## src/design/cpr_pkg.sv

```systemverilog
// ----------------------------------------------------------------------------
// cpr_pkg
// Shared types and constants for the clock page replacement block.
// ----------------------------------------------------------------------------
package cpr_pkg;

  localparam int unsigned PAGE_PORT_W = 16;
  localparam int unsigned FRAME_IDX_W = 3;
  localparam int unsigned IN_DATA_W   = 16;
  localparam int unsigned OUT_DATA_W  = 24;
  localparam int unsigned FIU_W       = 4;
  localparam int unsigned APB_ADDR_W  = 4;
  localparam int unsigned APB_DATA_W  = 32;

  localparam logic [FIU_W-1:0] FIU_RESET = 4'd3;

  typedef logic [1:0] reg_idx_t;
  localparam reg_idx_t REG_FRAMES_IN_USE = 2'd0;

  // result layout on the output tdata
  localparam int unsigned OUT_HIT_BIT   = 0;
  localparam int unsigned OUT_FRAME_LSB = 1;
  localparam int unsigned OUT_EVV_BIT   = 4;
  localparam int unsigned OUT_EVP_LSB   = 5;
  localparam int unsigned OUT_PAD_LSB   = 21;

  typedef enum logic [2:0] {
    ST_IDLE,
    ST_SCAN,
    ST_SWEEP,
    ST_EVICT,
    ST_DONE
  } state_e;

  typedef struct packed {
    logic start;
    logic scan;
    logic hit_take;
    logic fill_take;
    logic sweep_init;
    logic sweep_clear;
    logic evict_rd;
    logic evict_take;
    logic push;
  } cmd_t;

  typedef struct packed {
    logic hit;
    logic scan_end;
    logic free;
    logic ref_set;
    logic out_free;
  } status_t;

endpackage

```

## src/design/cpr_ctrl.sv

```systemverilog
// ----------------------------------------------------------------------------
// cpr_ctrl
// Sequencer for one page reference: scan, fill or sweep, evict, deliver.
// ----------------------------------------------------------------------------
module cpr_ctrl (
  input  logic             clk_i,
  input  logic             rst_ni,
  input  logic             in_valid_i,
  output logic             in_ready_o,
  input  cpr_pkg::status_t st_i,
  output cpr_pkg::cmd_t    cmd_o
);
  import cpr_pkg::*;

  state_e state_q, state_d;

  always_ff @(posedge clk_i or negedge rst_ni) begin
    if (!rst_ni) begin
      state_q <= ST_IDLE;
    end else begin
      state_q <= state_d;
    end
  end

  always_comb begin
    state_d = state_q;
    unique case (state_q)
      ST_IDLE: begin
        if (in_valid_i) state_d = ST_SCAN;
      end
      ST_SCAN: begin
        if (st_i.hit) begin
          state_d = ST_DONE;
        end else if (st_i.scan_end) begin
          state_d = st_i.free ? ST_DONE : ST_SWEEP;
        end
      end
      ST_SWEEP: begin
        if (!st_i.ref_set) state_d = ST_EVICT;
      end
      ST_EVICT: begin
        state_d = ST_DONE;
      end
      ST_DONE: begin
        if (st_i.out_free) state_d = ST_IDLE;
      end
      default: begin
        state_d = ST_IDLE;
      end
    endcase
  end

  always_comb begin
    cmd_o      = '0;
    in_ready_o = 1'b0;
    unique case (state_q)
      ST_IDLE: begin
        in_ready_o = 1'b1;
        cmd_o.start = in_valid_i;
      end
      ST_SCAN: begin
        cmd_o.scan = 1'b1;
        if (st_i.hit) begin
          cmd_o.hit_take = 1'b1;
        end else if (st_i.scan_end) begin
          cmd_o.fill_take  = st_i.free;
          cmd_o.sweep_init = !st_i.free;
        end
      end
      ST_SWEEP: begin
        cmd_o.sweep_clear = st_i.ref_set;
        cmd_o.evict_rd    = !st_i.ref_set;
      end
      ST_EVICT: begin
        cmd_o.evict_take = 1'b1;
      end
      ST_DONE: begin
        cmd_o.push = st_i.out_free;
      end
      default: begin
        cmd_o = '0;
      end
    endcase
  end

endmodule

```

## src/design/cpr_dp.sv

```systemverilog
// ----------------------------------------------------------------------------
// cpr_dp
// Frame store, valid and reference bits, clock hand and output register.
// ----------------------------------------------------------------------------
module cpr_dp #(
  parameter int FRAMES    = 8,
  parameter int PAGE_BITS = 16
) (
  input  logic                              clk_i,
  input  logic                              rst_ni,
  input  cpr_pkg::cmd_t                     cmd_i,
  output cpr_pkg::status_t                  st_o,
  input  logic [cpr_pkg::FIU_W-1:0]         fiu_i,
  input  logic [cpr_pkg::PAGE_PORT_W-1:0]   in_page_i,
  input  logic                              out_ready_i,
  output logic                              out_valid_o,
  output logic [cpr_pkg::OUT_DATA_W-1:0]    out_data_o
);
  import cpr_pkg::*;

  localparam int FW = $clog2(FRAMES);
  localparam int IW = (FW > FRAME_IDX_W) ? FW : FRAME_IDX_W;
  localparam int EW = (PAGE_BITS > PAGE_PORT_W) ? PAGE_BITS : PAGE_PORT_W;

  logic [PAGE_BITS-1:0] mem_q [FRAMES];
  logic [PAGE_BITS-1:0] rd_data_q;
  logic [PAGE_BITS-1:0] page_q;
  logic [FRAMES-1:0]    valid_q, ref_q;
  logic [FW-1:0]        hand_q, scan_q, cmp_q, free_idx_q, pos_q;
  logic                 rdv_q, free_fnd_q;

  logic                   res_hit_q, res_evv_q;
  logic [FRAME_IDX_W-1:0] res_frame_q;
  logic [PAGE_PORT_W-1:0] res_evp_q;

  logic                   out_valid_q, out_hit_q, out_evv_q;
  logic [FRAME_IDX_W-1:0] out_frame_q;
  logic [PAGE_PORT_W-1:0] out_evp_q;

  logic [FW-1:0]        last, sweep_start, fill_idx, mem_waddr, mem_raddr;
  logic [EW-1:0]        in_ext, ev_ext;
  logic [PAGE_BITS-1:0] in_page;
  logic [IW-1:0]        cmp_ext, fill_ext, pos_ext;
  logic                 mem_we, mem_re;

  function automatic logic [FW-1:0] next_pos(input logic [FW-1:0] p,
                                             input logic [FW-1:0] lst);
    next_pos = (p == lst) ? '0 : p + FW'(1);
  endfunction

  // last active frame, frame count clamped to 1 .. FRAMES
  always_comb begin
    if (fiu_i == '0) begin
      last = '0;
    end else if (int'(fiu_i) > FRAMES) begin
      last = FW'(FRAMES - 1);
    end else begin
      last = FW'(fiu_i - FIU_W'(1));
    end
  end

  assign in_ext      = EW'(in_page_i);
  assign in_page     = in_ext[PAGE_BITS-1:0];
  assign ev_ext      = EW'(rd_data_q);
  assign sweep_start = (hand_q > last) ? last : hand_q;
  assign fill_idx    = free_fnd_q ? free_idx_q : cmp_q;
  assign cmp_ext     = IW'(cmp_q);
  assign fill_ext    = IW'(fill_idx);
  assign pos_ext     = IW'(pos_q);

  assign st_o.hit      = rdv_q && valid_q[cmp_q] && (rd_data_q == page_q);
  assign st_o.scan_end = rdv_q && (cmp_q == last);
  assign st_o.free     = free_fnd_q || (rdv_q && !valid_q[cmp_q]);
  assign st_o.ref_set  = ref_q[pos_q];
  assign st_o.out_free = !out_valid_q || out_ready_i;

  assign mem_we    = cmd_i.fill_take || cmd_i.evict_take;
  assign mem_waddr = cmd_i.fill_take ? fill_idx : pos_q;
  assign mem_re    = cmd_i.scan || cmd_i.evict_rd;
  assign mem_raddr = cmd_i.evict_rd ? pos_q : scan_q;

  always_ff @(posedge clk_i) begin
    if (mem_we) mem_q[mem_waddr] <= page_q;
    if (mem_re) rd_data_q <= mem_q[mem_raddr];
  end

  always_ff @(posedge clk_i or negedge rst_ni) begin
    if (!rst_ni) begin
      valid_q     <= '0;
      ref_q       <= '0;
      hand_q      <= '0;
      rdv_q       <= 1'b0;
      free_fnd_q  <= 1'b0;
      out_valid_q <= 1'b0;
    end else begin
      if (cmd_i.start) begin
        rdv_q      <= 1'b0;
        free_fnd_q <= 1'b0;
      end else if (cmd_i.scan) begin
        rdv_q <= 1'b1;
        if (rdv_q && !valid_q[cmp_q]) free_fnd_q <= 1'b1;
      end
      if (cmd_i.hit_take) begin
        ref_q[cmp_q] <= 1'b1;
      end else if (cmd_i.fill_take) begin
        valid_q[fill_idx] <= 1'b1;
        ref_q[fill_idx]   <= 1'b1;
        hand_q            <= fill_idx;
      end else if (cmd_i.sweep_clear) begin
        ref_q[pos_q] <= 1'b0;
      end else if (cmd_i.evict_take) begin
        ref_q[pos_q] <= 1'b1;
        hand_q       <= pos_q;
      end
      if (cmd_i.push) begin
        out_valid_q <= 1'b1;
      end else if (out_ready_i) begin
        out_valid_q <= 1'b0;
      end
    end
  end

  always_ff @(posedge clk_i) begin
    if (cmd_i.start) begin
      page_q <= in_page;
      scan_q <= '0;
    end else if (cmd_i.scan) begin
      cmp_q  <= scan_q;
      scan_q <= (scan_q == last) ? scan_q : scan_q + FW'(1);
      if (rdv_q && !valid_q[cmp_q] && !free_fnd_q) free_idx_q <= cmp_q;
    end
    if (cmd_i.sweep_init) begin
      pos_q <= next_pos(sweep_start, last);
    end else if (cmd_i.sweep_clear) begin
      pos_q <= next_pos(pos_q, last);
    end
    if (cmd_i.hit_take) begin
      res_hit_q   <= 1'b1;
      res_frame_q <= cmp_ext[FRAME_IDX_W-1:0];
      res_evv_q   <= 1'b0;
      res_evp_q   <= '0;
    end else if (cmd_i.fill_take) begin
      res_hit_q   <= 1'b0;
      res_frame_q <= fill_ext[FRAME_IDX_W-1:0];
      res_evv_q   <= 1'b0;
      res_evp_q   <= '0;
    end else if (cmd_i.evict_take) begin
      res_hit_q   <= 1'b0;
      res_frame_q <= pos_ext[FRAME_IDX_W-1:0];
      res_evv_q   <= 1'b1;
      res_evp_q   <= ev_ext[PAGE_PORT_W-1:0];
    end
    if (cmd_i.push) begin
      out_hit_q   <= res_hit_q;
      out_frame_q <= res_frame_q;
      out_evv_q   <= res_evv_q;
      out_evp_q   <= res_evp_q;
    end
  end

  assign out_valid_o = out_valid_q;
  assign out_data_o  = {(OUT_DATA_W - OUT_PAD_LSB)'(0), out_evp_q, out_evv_q,
                        out_frame_q, out_hit_q};

endmodule

```

## src/design/clock_page_replacement.sv

```systemverilog
// ----------------------------------------------------------------------------
// clock_page_replacement
// Clock (second chance) page replacement over up to FRAMES page frames.
// Flow: one reference at a time; the next is taken only once the outcome
//   of the last is in the output register. Time per reference is set by
//   the one-entry-per-cycle scan of the frame store and the reference-bit
//   sweep.
// Reset: frames empty, reference bits clear, hand at frame 0, frame count 3.
// ----------------------------------------------------------------------------
module clock_page_replacement #(
  parameter int FRAMES    = 8,
  parameter int PAGE_BITS = 16
) (
  input  logic                             clk_i,
  input  logic                             rst_ni,
  // page_number[15:0]
  input  logic [cpr_pkg::IN_DATA_W-1:0]    s_axis_tdata,
  input  logic                             s_axis_tvalid,
  output logic                             s_axis_tready,
  // hit[0], frame_index[3:1], evicted_valid[4], evicted_page[20:5], zero[23:21]
  output logic [cpr_pkg::OUT_DATA_W-1:0]   m_axis_tdata,
  output logic                             m_axis_tvalid,
  input  logic                             m_axis_tready,
  input  logic                             psel,
  input  logic                             penable,
  input  logic                             pwrite,
  input  logic [cpr_pkg::APB_ADDR_W-1:0]   paddr,
  input  logic [cpr_pkg::APB_DATA_W-1:0]   pwdata,
  output logic [cpr_pkg::APB_DATA_W-1:0]   prdata,
  output logic                             pready
);
  import cpr_pkg::*;

  logic [FIU_W-1:0] fiu_q;
  reg_idx_t         reg_idx;
  logic             cfg_wr;
  cmd_t             cmd;
  status_t          st;

  assign reg_idx = paddr[3:2];
  assign cfg_wr  = psel && penable && pwrite && (reg_idx == REG_FRAMES_IN_USE);
  assign pready  = 1'b1;
  assign prdata  = (reg_idx == REG_FRAMES_IN_USE) ? APB_DATA_W'(fiu_q) : '0;

  always_ff @(posedge clk_i or negedge rst_ni) begin
    if (!rst_ni) begin
      fiu_q <= FIU_RESET;
    end else if (cfg_wr) begin
      fiu_q <= pwdata[FIU_W-1:0];
    end
  end

  cpr_ctrl u_ctrl (
    .clk_i      (clk_i),
    .rst_ni     (rst_ni),
    .in_valid_i (s_axis_tvalid),
    .in_ready_o (s_axis_tready),
    .st_i       (st),
    .cmd_o      (cmd)
  );

  cpr_dp #(
    .FRAMES    (FRAMES),
    .PAGE_BITS (PAGE_BITS)
  ) u_dp (
    .clk_i       (clk_i),
    .rst_ni      (rst_ni),
    .cmd_i       (cmd),
    .st_o        (st),
    .fiu_i       (fiu_q),
    .in_page_i   (s_axis_tdata),
    .out_ready_i (m_axis_tready),
    .out_valid_o (m_axis_tvalid),
    .out_data_o  (m_axis_tdata)
  );

endmodule

```

## config.mk

```make
export PLATFORM = sky130hd
export DESIGN_NAME = clock_page_replacement
export DESIGN_NICKNAME = d
export VERILOG_FILES = /design/src/design/cpr_pkg.sv /design/src/design/cpr_ctrl.sv /design/src/design/cpr_dp.sv /design/src/design/clock_page_replacement.sv
export SDC_FILE = /design/constraint.sdc
export NUM_CORES = 1
export LEC_CHECK = 0
export BUFFER_PORTS_ARGS = -buffer_cell sky130_fd_sc_hd__buf_2
export CAP_MARGIN = 15
export CELL_PAD_IN_SITES_DETAIL_PLACEMENT = 0
export CELL_PAD_IN_SITES_GLOBAL_PLACEMENT = 1
export CORE_MARGIN = 2
export CORE_UTILIZATION = 48
export CTS_CLUSTER_DIAMETER = 80
export DETAILED_ROUTE_END_ITERATION = 6
export PLACE_DENSITY = 0.77
export SLEW_MARGIN = 20
export SYNTH_ARGS = -nofsm -noshare
export SYNTH_HDL_FRONTEND = slang
export SYNTH_SLANG_ARGS = --single-unit
```

## constraint.sdc

```tcl
create_clock -name clk_i -period 5.7 [get_ports clk_i]
set_input_delay 0.855 -clock clk_i [delete_from_list [all_inputs] [get_ports clk_i]]
set_output_delay 0.855 -clock clk_i [all_outputs]
set_load 0.03 [all_outputs]
```

# Yosys cells after proc, flatten, opt, wreduce, memory -nomap -nowiden
# Memory sizes are Yosys's and may differ from the RTL's. A register that Yosys moved wholly into a read port is not among the register bits.
# Index checks and enable logic that the tools add are counted.
[classes] muxes=57 add_sub_neg=4 shifts=0 n_eq_ne=14 n_lt_le_gt_ge=8 reduce_logical=38 mul=0 div=0 bitwise=9
[ops] operator="two-way mux 3 bit" count=21
[ops] operator="two-way mux 8 bit" count=4
[ops] operator="OR 8 bit" count=4
[ops] operator="two-way mux 1 bit" count=21
[ops] operator="equality test 16 bit" count=1
[ops] operator="one-hot mux 3 bit (5 select lines)" count=1
[ops] operator="equality test 3 bit" count=4
[ops] operator="less-than comparator 3 x 4 -> 1 bit, second input constant" count=3
[ops] operator="logical AND 1 bit" count=11
[ops] operator="nonzero test 2 bit" count=5
[ops] operator="adder 3 x 1 -> 3 bit, second input constant" count=3
[ops] operator="demux 1 bit (select 3 bit)" count=3
[ops] operator="greater-or-equal comparator 3 x 1 -> 1 bit, second input constant" count=3
[ops] operator="bitwise AND 8 bit" count=1
[ops] operator="two-way mux 4 bit" count=2
[ops] operator="inverter 8 bit" count=1
[ops] operator="AND reduction 2 bit" count=4
[ops] operator="binary-select mux 1 bit (select 3 bit)" count=2
[ops] operator="equality test 3 x 2 -> 1 bit, second input constant" count=2
[ops] operator="two-way mux 2 bit" count=3
[ops] operator="AND reduction 3 bit" count=2
[ops] operator="zero test 1 bit" count=5
[ops] operator="greater-than comparator 4 bit, second input constant" count=1
[ops] operator="zero test 4 bit" count=1
[ops] operator="other kinds (15)" count=22
[totals] rom_bits=0 latch_bits=0 elab_cells=152 ram_bits=128 out_inout_bits=59 memories=1 reg_bits=99 inputBits=59
[memory_table] name="u_dp.mem_q" depth=8 word_bits=16 rd=1 rd_clocked_by_memory_dff=1 write_ports=1 line_no="cpr_dp.sv:25" source="logic [PAGE_BITS-1:0] mem_q [FRAMES];"

# Depth between registers and ports, before layout
# Gate-level depths: netlist of run 1.
[logic_depth] word_depth=12 ltp_mapped=13

# Cells and area by module
# From an unflattened synthesis of run 1, not the netlist that was laid out.
[hier_totals] hier_cells=854 area_unflattened_um2=11064.4
[modules_own_cells] module="cpr_dp" cells_each=779 instances=1 area_each_um2=10388.7 seq_area_each_um2=6766.5
[modules_own_cells] module="clock_page_replacement" cells_each=45 instances=1 area_each_um2=421.7 seq_area_each_um2=102.6
[modules_own_cells] module="cpr_ctrl" cells_each=30 instances=1 area_each_um2=254.0 seq_area_each_um2=75.1

# Worst setup path after synthesis of run 1
# No wires, ideal clock.
[synth_timing] path_type="flip-flop to flip-flop" from="register fiu_q[0]" to="memory u_dp.mem_q[0][0] (enable)" path_buffers=1 arrival_ns=3.566 path_slack_ns=1.725 path_stages_with_launch=11 path_cell_list="dfstp_2 > inv_1 > ha_1 > nor2b_1 > a21o_1 > clkbuf_1 > a221oi_2 > o2111ai_2 > nor2_4 > mux2_2 > nor3_1"
[synth_between] elab_chain_cells=11
[synth_rtl] item="from (decl)" line_no="clock_page_replacement.sv:34" source="logic [FIU_W-1:0] fiu_q;"
[synth_rtl] item="from (signal assigned)" line_no="clock_page_replacement.sv:49" source="fiu_q <= pwdata[FIU_W-1:0];"
[synth_rtl] item="greater-than comparator 4 bit / subtractor 3 x 1 -> 3 bit (equally long branches)" line_no="cpr_dp.sv:55, cpr_dp.sv:58"
[synth_rtl] item="two-way mux 3 bit" line_no="cpr_dp.sv:55" source="end else if (int'(fiu_i) > FRAMES) begin"
[synth_rtl] item="two-way mux 3 bit (*)" line_no="cpr_dp.sv:53" source="if (fiu_i == '0) begin"
[synth_rtl] item="equality test 3 bit (*)" line_no="cpr_dp.sv:72" source="assign st_o.scan_end = rdv_q && (cmp_q == last);"
[synth_rtl] item="logical AND 1 bit (*)" line_no="cpr_dp.sv:72"
[synth_rtl] item="two-way mux 2 bit (*)" line_no="cpr_ctrl.sv:65" source="end else if (st_i.scan_end) begin"
[synth_rtl] item="two-way mux 2 bit (*)" line_no="cpr_ctrl.sv:63" source="if (st_i.hit) begin"
[synth_rtl] item="two-way mux 4 bit (*)" line_no="cpr_ctrl.sv:56" source="unique case (state_q)"
[synth_rtl] item="logical OR 1 bit" line_no="cpr_dp.sv:77" source="assign mem_we = cmd_i.fill_take || cmd_i.evict_take;"
[synth_rtl] item="two-way mux 1 bit" line_no="cpr_dp.sv:83" source="if (mem_we) mem_q[mem_waddr] <= page_q;"
[synth_rtl] item="two-way mux 1 bit (not written as such)" line_no="cpr_dp.sv:83"
[synth_rtl] item="to (decl)" line_no="cpr_dp.sv:25"
# Every way passes the cells marked *; elsewhere a longest branch is shown, timed or not.

# Final worst setup path of run 1
[layout_timing] from="register u_dp.cmp_q[0], in the netlist u_dp.cmp_ext[0]" to="memory u_dp.mem_q[5][12] (enable)"
[layout_between] elab_chain_cells=11
[layout_rtl] item="from (decl)" line_no="cpr_dp.sv:29" source="logic [FW-1:0] hand_q, scan_q, cmp_q, free_idx_q, pos_q;"
[layout_rtl] item="from (signal assigned)" line_no="cpr_dp.sv:128" source="cmp_q <= scan_q;"
[layout_rtl] item="binary-select mux 1 bit (select 3 bit)" line_no="cpr_dp.sv:71, cpr_dp.sv:73"
[layout_rtl] item="two-way mux 1 bit (not written as such)" line_no="cpr_dp.sv:71, cpr_dp.sv:73"
[layout_rtl] item="zero test 1 bit" line_no="cpr_dp.sv:73" source="assign st_o.free = free_fnd_q || (rdv_q && !valid_q[cmp_q]);"
[layout_rtl] item="logical AND 1 bit" line_no="cpr_dp.sv:73"
[layout_rtl] item="logical OR 1 bit" line_no="cpr_dp.sv:73"
[layout_rtl] item="two-way mux 2 bit" line_no="cpr_ctrl.sv:65"
[layout_rtl] item="two-way mux 2 bit" line_no="cpr_ctrl.sv:63"
[layout_rtl] item="two-way mux 4 bit" line_no="cpr_ctrl.sv:56"
[layout_rtl] item="logical OR 1 bit" line_no="cpr_dp.sv:77"
[layout_rtl] item="two-way mux 1 bit" line_no="cpr_dp.sv:83"
[layout_rtl] item="two-way mux 1 bit (not written as such)" line_no="cpr_dp.sv:83"
# Parallel ways exist; a longest one is shown, timed or not. The select of a mux whose other input is x is not followed.

==> results.yml, run 1 <==
status:
  status: "completed"
synthesis:
  synth_cells: 852
  synthArstFlopShare_pct: 11.9
  syn_area_mm2: 0.0106
  synth_edf_count: 193
  ys_warn_count: 0
  seq_area_frac_synth_pct: 65.3
  synthFlopType: "edfxtp_1"
  ys_ff_latch: 243
  syn_area_per_cell_um2: 12.5
  yosysTopAreaCell: "edfxtp_1"
  synth.distinct_cells: 71
  synth_top_area_share_pct: 54.5
  synthTopCellsByArea: "edfxtp_1, dfrtp_1, nand2_1"
routing:
  first_iter_violations: 487
  vias: 6611
  drt_wl_total_mm: 22.7
  ant_nets: 0
  avgViaCountPerCell: 5.50
  drc: 0
  first_pass_iters: 5
  wl_per_cell_um: 18.9
clock_tree:
  cts_made_buffers: 26
  clk_latency_ps: 530
  cts_hold_buf: 0
  cts_buffer_depth: 3
  root_buffer: "clkbuf_16"
  cts_tree: "done"
  htreeDepth: 1
  clkTransAtPathRegs_ps: 60
  clkSinkCount: 243
  cts_resized: 0
  cts_setup_buffers: 0
cells_and_area:
  num_antenna_cells: 0
  layout_commonest_cell: "edfxtp_1"
  area_growth_pct: 12.5
  drive_gt1_share_pct: 16.6
  mostFrequentLayoutCells: "edfxtp_1, nand2_1, buf_2"
  final_area_mm2: 0.0120
  final_core_util_pct: 54.8
  nNetsFinal: 968
global_routing:
  grt_use_total_pct: 19.1
  grt_pass1_vias: 6180
  grt.overflow.total: 0
  grt_max_degree: 43
  grt_first_pass_wirelength_mm: 35.1
  grt_antenna_before_repair: 0
setup_path:
  worst_setup_path_start_kind: "register"
  reg2reg_slack_ps: 1450
  worstPathMaxFanout: 22
  crit_type: "reg -> reg"
  critPathRequiredTime_ps: 5960
  r2r_end: "u_dp.mem_q[5][12]$_DFFE_PP_"
  worstReg2RegStart: "u_dp.cmp_ext[0]$_DFFE_PP_"
  r2r_cells: 7
  end_kind: "register"
  critPathArrivalTime_ps: 4510
floorplanning:
  die_h_um: 153
  row_count: 54
  fp.dieW_um: 153
  die-area_mm2: 0.0234
  boundaryPins: 118
  core_area_mm2: 0.0218
  start_util_pct: 48.8
power_and_ir_drop:
  powerDensity_mw_per_mm2: 533
  p_leak_nw: 4.38
  vdd_ir_drop_max_mv: 0.322
placement:
  routabilityCongestion: 0.821
  portBuffers: 55
  dp_hpwl_mm: 14.3
  placed_area_mm2: 0.0111
timing:
  rsz0062_at_grt: "false"
  tightest_slew_ps: 968
  setup_tns_ps: 0
  hold_slack_ps: 401
  period_share_pct: 74.6
  slew_violations: 0
  fin_crit_ps: 4250
  fmax_mhz: 235
  final-setup-viol-count: 0
  hold_viol_final: 0
  slew_headroom_pct: 35.2
  finalClockSkew_ps: 10.4
hold_path:
  worstHoldPathType: "in -> async"
run:
  max_cap_viol_count: 0
-- worst max-delay path by stage --
| stage | start | endpoint | slack, ps | cells past startpoint |
|---|---|---|---|---|
| finish | u_dp.cmp_ext[0]$_DFFE_PP_ | u_dp.mem_q[5][12]$_DFFE_PP_ | 1450 | 7 |
| global route | u_dp.cmp_ext[0]$_DFFE_PP_ | u_dp.mem_q[2][2]$_DFFE_PP_ | 1200 | 7 |
| CTS | u_dp.cmp_ext[0]$_DFFE_PP_ | u_dp.mem_q[5][15]$_DFFE_PP_ | 1480 | 7 |
| detailed placement | u_dp.cmp_ext[0]$_DFFE_PP_ | u_dp.mem_q[5][11]$_DFFE_PP_ | 1520 | 7 |
| global placement | u_dp.cmp_ext[0]$_DFFE_PP_ | u_dp.mem_q[5][11]$_DFFE_PP_ | 1480 | 7 |
| floorplan | fiu_q[0]$_DFFE_PN1P_ | u_dp.mem_q[0][0]$_DFFE_PP_ | 1730 | 10 |
-- final cells by class --
| type | count | area (um2) |
|---|---|---|
| Fill cell | 1816 | 9860 |
| Sequential cell | 243 | 6940 |
| Multi-Input combinational cell | 542 | 3310 |
| Clock buffer | 33 | 697 |
| Timing Repair Buffer | 70 | 400 |
| Tap cell | 280 | 350 |
| Clock inverter | 14 | 186 |
| Inverter | 20 | 75.1 |
-- power by group --
group          switching (mW)  total [mW]  leakage [nW]  internal, mW
Combinational            1.22        1.91          1.67         0.691
Clock                   0.675        1.72         0.427          1.05
Sequential              0.338        2.75          2.28          2.41
-- logic make-up (layout without fill, tap and decap cells) --
family / Yosys count / after routing / share of synthesized area [%]
AOI/OAI and AO/OA: 120 / 120 / 8.03
xor gates and xnor gates: 28 / 28 / 2.30
adders and majority gates: 7 / 7 / 0.811
buffers and inverters: 97 / 137 / 5.34
DFF: 243 / 243 / 65.3
muxes: 48 / 48 / 4.77
other: 2 / 32 / 0.0706
and+or+nand+nor: 307 / 307 / 13.4
-- per-layer routing --
layer  part of all wire, %  up-vias  GRT usage (%)
met2                    45      194           29.3
met3                   4.6       46           2.67
met5                     0        -              0
li1                      -     3159              -
met1                    48     3212           28.3
met4                   2.8        0           6.66
-- per-stage QoR --
stage                     setup WS (ps)  total power, mW  cells
after global placement             1480             4.66   1155
after global routing               1200             6.73   1202
after floorplan                    1730             4.15    882
after CTS                          1480             6.43   1202
final                              1450             6.38   1202
after detailed placement           1520             4.69   1155
-- Yosys cell counts (5+ instances only) --
cell type,count
o211ai_1,6
inv_1,17
xnor2_1,17
a21oi_1,34
and3_1,19
edfxtp_1,193
a32oi_1,16
o21bai_1,7
mux2_2,10
xor2_1,11
buf_4,39
o21ai_1,5
a31oi_1,5
mux2i_1,35
nand3_1,53
clkbuf_1,17
o21ai_0,11
dfrtp_1,27
ha_1,6
nor2b_1,10
nor3_1,18
nand2_1,153
dfxtp_1,21
buf_2,12
nor2_1,24
-- flip-flops by register name, summed over array words and instances, names as in the netlist, 3 cells and up, named ones only --
register,cells
u_dp.cmp_ext,3
u_dp.free_idx_q,3
u_dp.mem_q,128
u_dp.scan_q,3
u_dp.page_q,16
u_dp.hand_q,3
u_dp.res_evp_q,16
u_ctrl.state_q,3
fiu_q,4
u_dp.res_frame_q,3
u_dp.pos_ext,3
u_dp.ev_ext,16
u_dp.out_frame_q,3
u_dp.out_evp_q,16
u_dp.valid_q,8
-- worst max-delay path: stages, from the launching register on --
cell and delay [ps]:
edfxtp_1 800, o311ai_1 290, a2111oi_2 680, o2111ai_2 470, nor2_4 630, mux2i_1 740
nor3_2 90, buf_4 260
No activity file was read; power rests on OpenSTA's default activity.
==> run 2, diff against run 1 <==
==> constraint.sdc (replaced) <==
create_clock -name clk_i -period 4.4 [get_ports clk_i]
set_input_delay 0.66 -clock clk_i [delete_from_list [all_inputs] [get_ports clk_i]]
set_output_delay 0.66 -clock clk_i [all_outputs]
set_load 0.03 [all_outputs]
==> run 2 against run 1 <==
Final cell count rose by 1.2%; clock skew rose by 3.0 ps; non-clock buffer count increased by 13; final area is 0.88% higher; utilization increased by 0.48 points; critical path type unchanged; highest routed layer unchanged.
==> results.yml, run 2 (synthesis results as in run 1) <==
timing:
  hold_viol_final: 0
  hold_slack_ps: 197
  fmax_mhz: 288
  final-setup-viol-count: 0
  period_share_pct: 79.0
  fin_crit_ps: 3480
  rsz0062_at_grt: "false"
  tightest_slew_ps: 864
  finalClockSkew_ps: 13.4
  slew_violations: 0
  worst_slack_ps: 923
  slew_headroom_pct: 42.2
  setup_tns_ps: 0
placement:
  post-place-ws_ps: 934
  routabilityCongestion: 0.808
  portBuffers: 55
  placed_area_mm2: 0.0112
  dp_hpwl_mm: 14.5
  placed_cells: 1168
power_and_ir_drop:
  p_comb_share_pct: 31.2
  clkPwrFrac_pct: 26.5
  seq_power_share_pct: 42.3
  p_leak_nw: 4.46
  vdd_ir_drop_max_mv: 0.417
  swShare_pct: 35.2
  p_int_mw: 5.40
  powerDensity_mw_per_mm2: 691
  power_mw: 8.34
  switchingPower_mw: 2.94
routing:
  avgViaCountPerCell: 5.45
  drc: 0
  first_pass_iters: 5
  ant_nets: 0
  vias: 6622
  wl_per_cell_um: 18.8
  first_iter_violations: 407
  drt_wl_total_mm: 22.8
cells_and_area:
  largest-register: "u_dp.mem_q"
  final_core_util_pct: 55.3
  mostFrequentLayoutCells: "edfxtp_1, nand2_1, buf_2"
  largest_reg_flops: 128
  final_area_mm2: 0.0121
  fin_cells: 1216
  num_antenna_cells: 0
  nNetsFinal: 981
  seq_area_mm2: 0.00694
  area_growth_pct: 13.5
  layout_commonest_cell: "edfxtp_1"
  fillers: 1813
  drive_gt1_share_pct: 18.4
  multi_input_area_mm2: 0.00331
setup_path:
  critPathSlowestCell: "dfstp_2"
  crit_type: "reg -> reg"
  critPathArrivalTime_ps: 3680
  path_buf_inv: 2
  crit_chain: "inv_1, ha_1, nor2b_1, maj3_2, a221oi_4, o2111ai_2, nor2_4, mux2_2, nor3_2, buf_4"
  critPathRequiredTime_ps: 4600
  worst_setup_path_start_kind: "register"
  crit_family: "simple AND/OR/NAND/NOR gates"
  max_stage_delay_ps: 540
  worstPathMaxFanout: 16
  end_kind: "register"
clock_tree:
  clk_latency_ps: 530
  htreeDepth: 1
  cts_setup_buffers: 0
  clkTransAtPathRegs_ps: 60
  root_buffer: "clkbuf_16"
  cts_buffer_depth: 3
  cts_hold_buf: 0
  cts_resized: 0
  cts_made_buffers: 26
  clkSinkCount: 243
  cts_tree: "done"
hold_path:
  worstHoldPathType: "in -> async"
global_routing:
  grt_pass1_vias: 6348
  grt_antenna_before_repair: 0
  grt_use_total_pct: 19.3
  grt_max_degree: 39
  grt_first_pass_wirelength_mm: 35.6
  grt.overflow.total: 0
floorplanning:
  die_h_um: 153
  die-area_mm2: 0.0234
  boundaryPins: 118
  core_area_mm2: 0.0218
  row_count: 54
  fp.dieW_um: 153
  start_util_pct: 48.8
status:
  status: "completed"
run:
  max_cap_viol_count: 0
-- run 2: routing by layer --
layer | GRT usage (%) | wire length, um
met5 | 0 | 0
met4 | 4.72 | 537
met3 | 2.32 | 1160
met2 | 30.8 | 10400
met1 | 28.6 | 10700
-- run 2: final timing paths --
kind | start | endpoint | slack, ps | cells after the start
setup / recovery | fiu_q[0]$_DFFE_PN1P_ | u_dp.mem_q[0][6]$_DFFE_PP_ | 920 | 10
hold / removal | rst_ni | fiu_q[3]$_DFFE_PN0P_ | 200 | 1
setup reg to reg | fiu_q[0]$_DFFE_PN1P_ | u_dp.mem_q[0][6]$_DFFE_PP_ | 920 | 10
hold reg to reg | u_dp.res_frame_q[0]$_DFFE_PP_ | u_dp.out_frame_q[0]$_DFFE_PP_ | 420 | 0
max in group asynchronous | rst_ni | async pin | 3710 | 1
min in group clk_i | s_axis_tdata[9] | u_dp.page_q[9]$_DFFE_PP_ | 310 | 1
-- run 2: cell type report --
type                    instances  area share, %
clock buffers                  29           5.74
flip-flops and latches        243           57.5
inverters                      20          0.622
well taps                     280           2.90
multi-input cells             542           27.4
clock inverters                19           1.56
repair buffers                 83           4.23
-- run 2: power by group through the flow --
stage / combinational (mW) / sequential [mW] / clock (mW)
floorplan: 1.97 / 3.41 / 0
global placement: 2.56 / 3.55 / 0
detailed placement: 2.60 / 3.57 / 0
CTS: 2.61 / 3.53 / 2.24
global route: 2.88 / 3.59 / 2.34
finish: 2.60 / 3.53 / 2.21
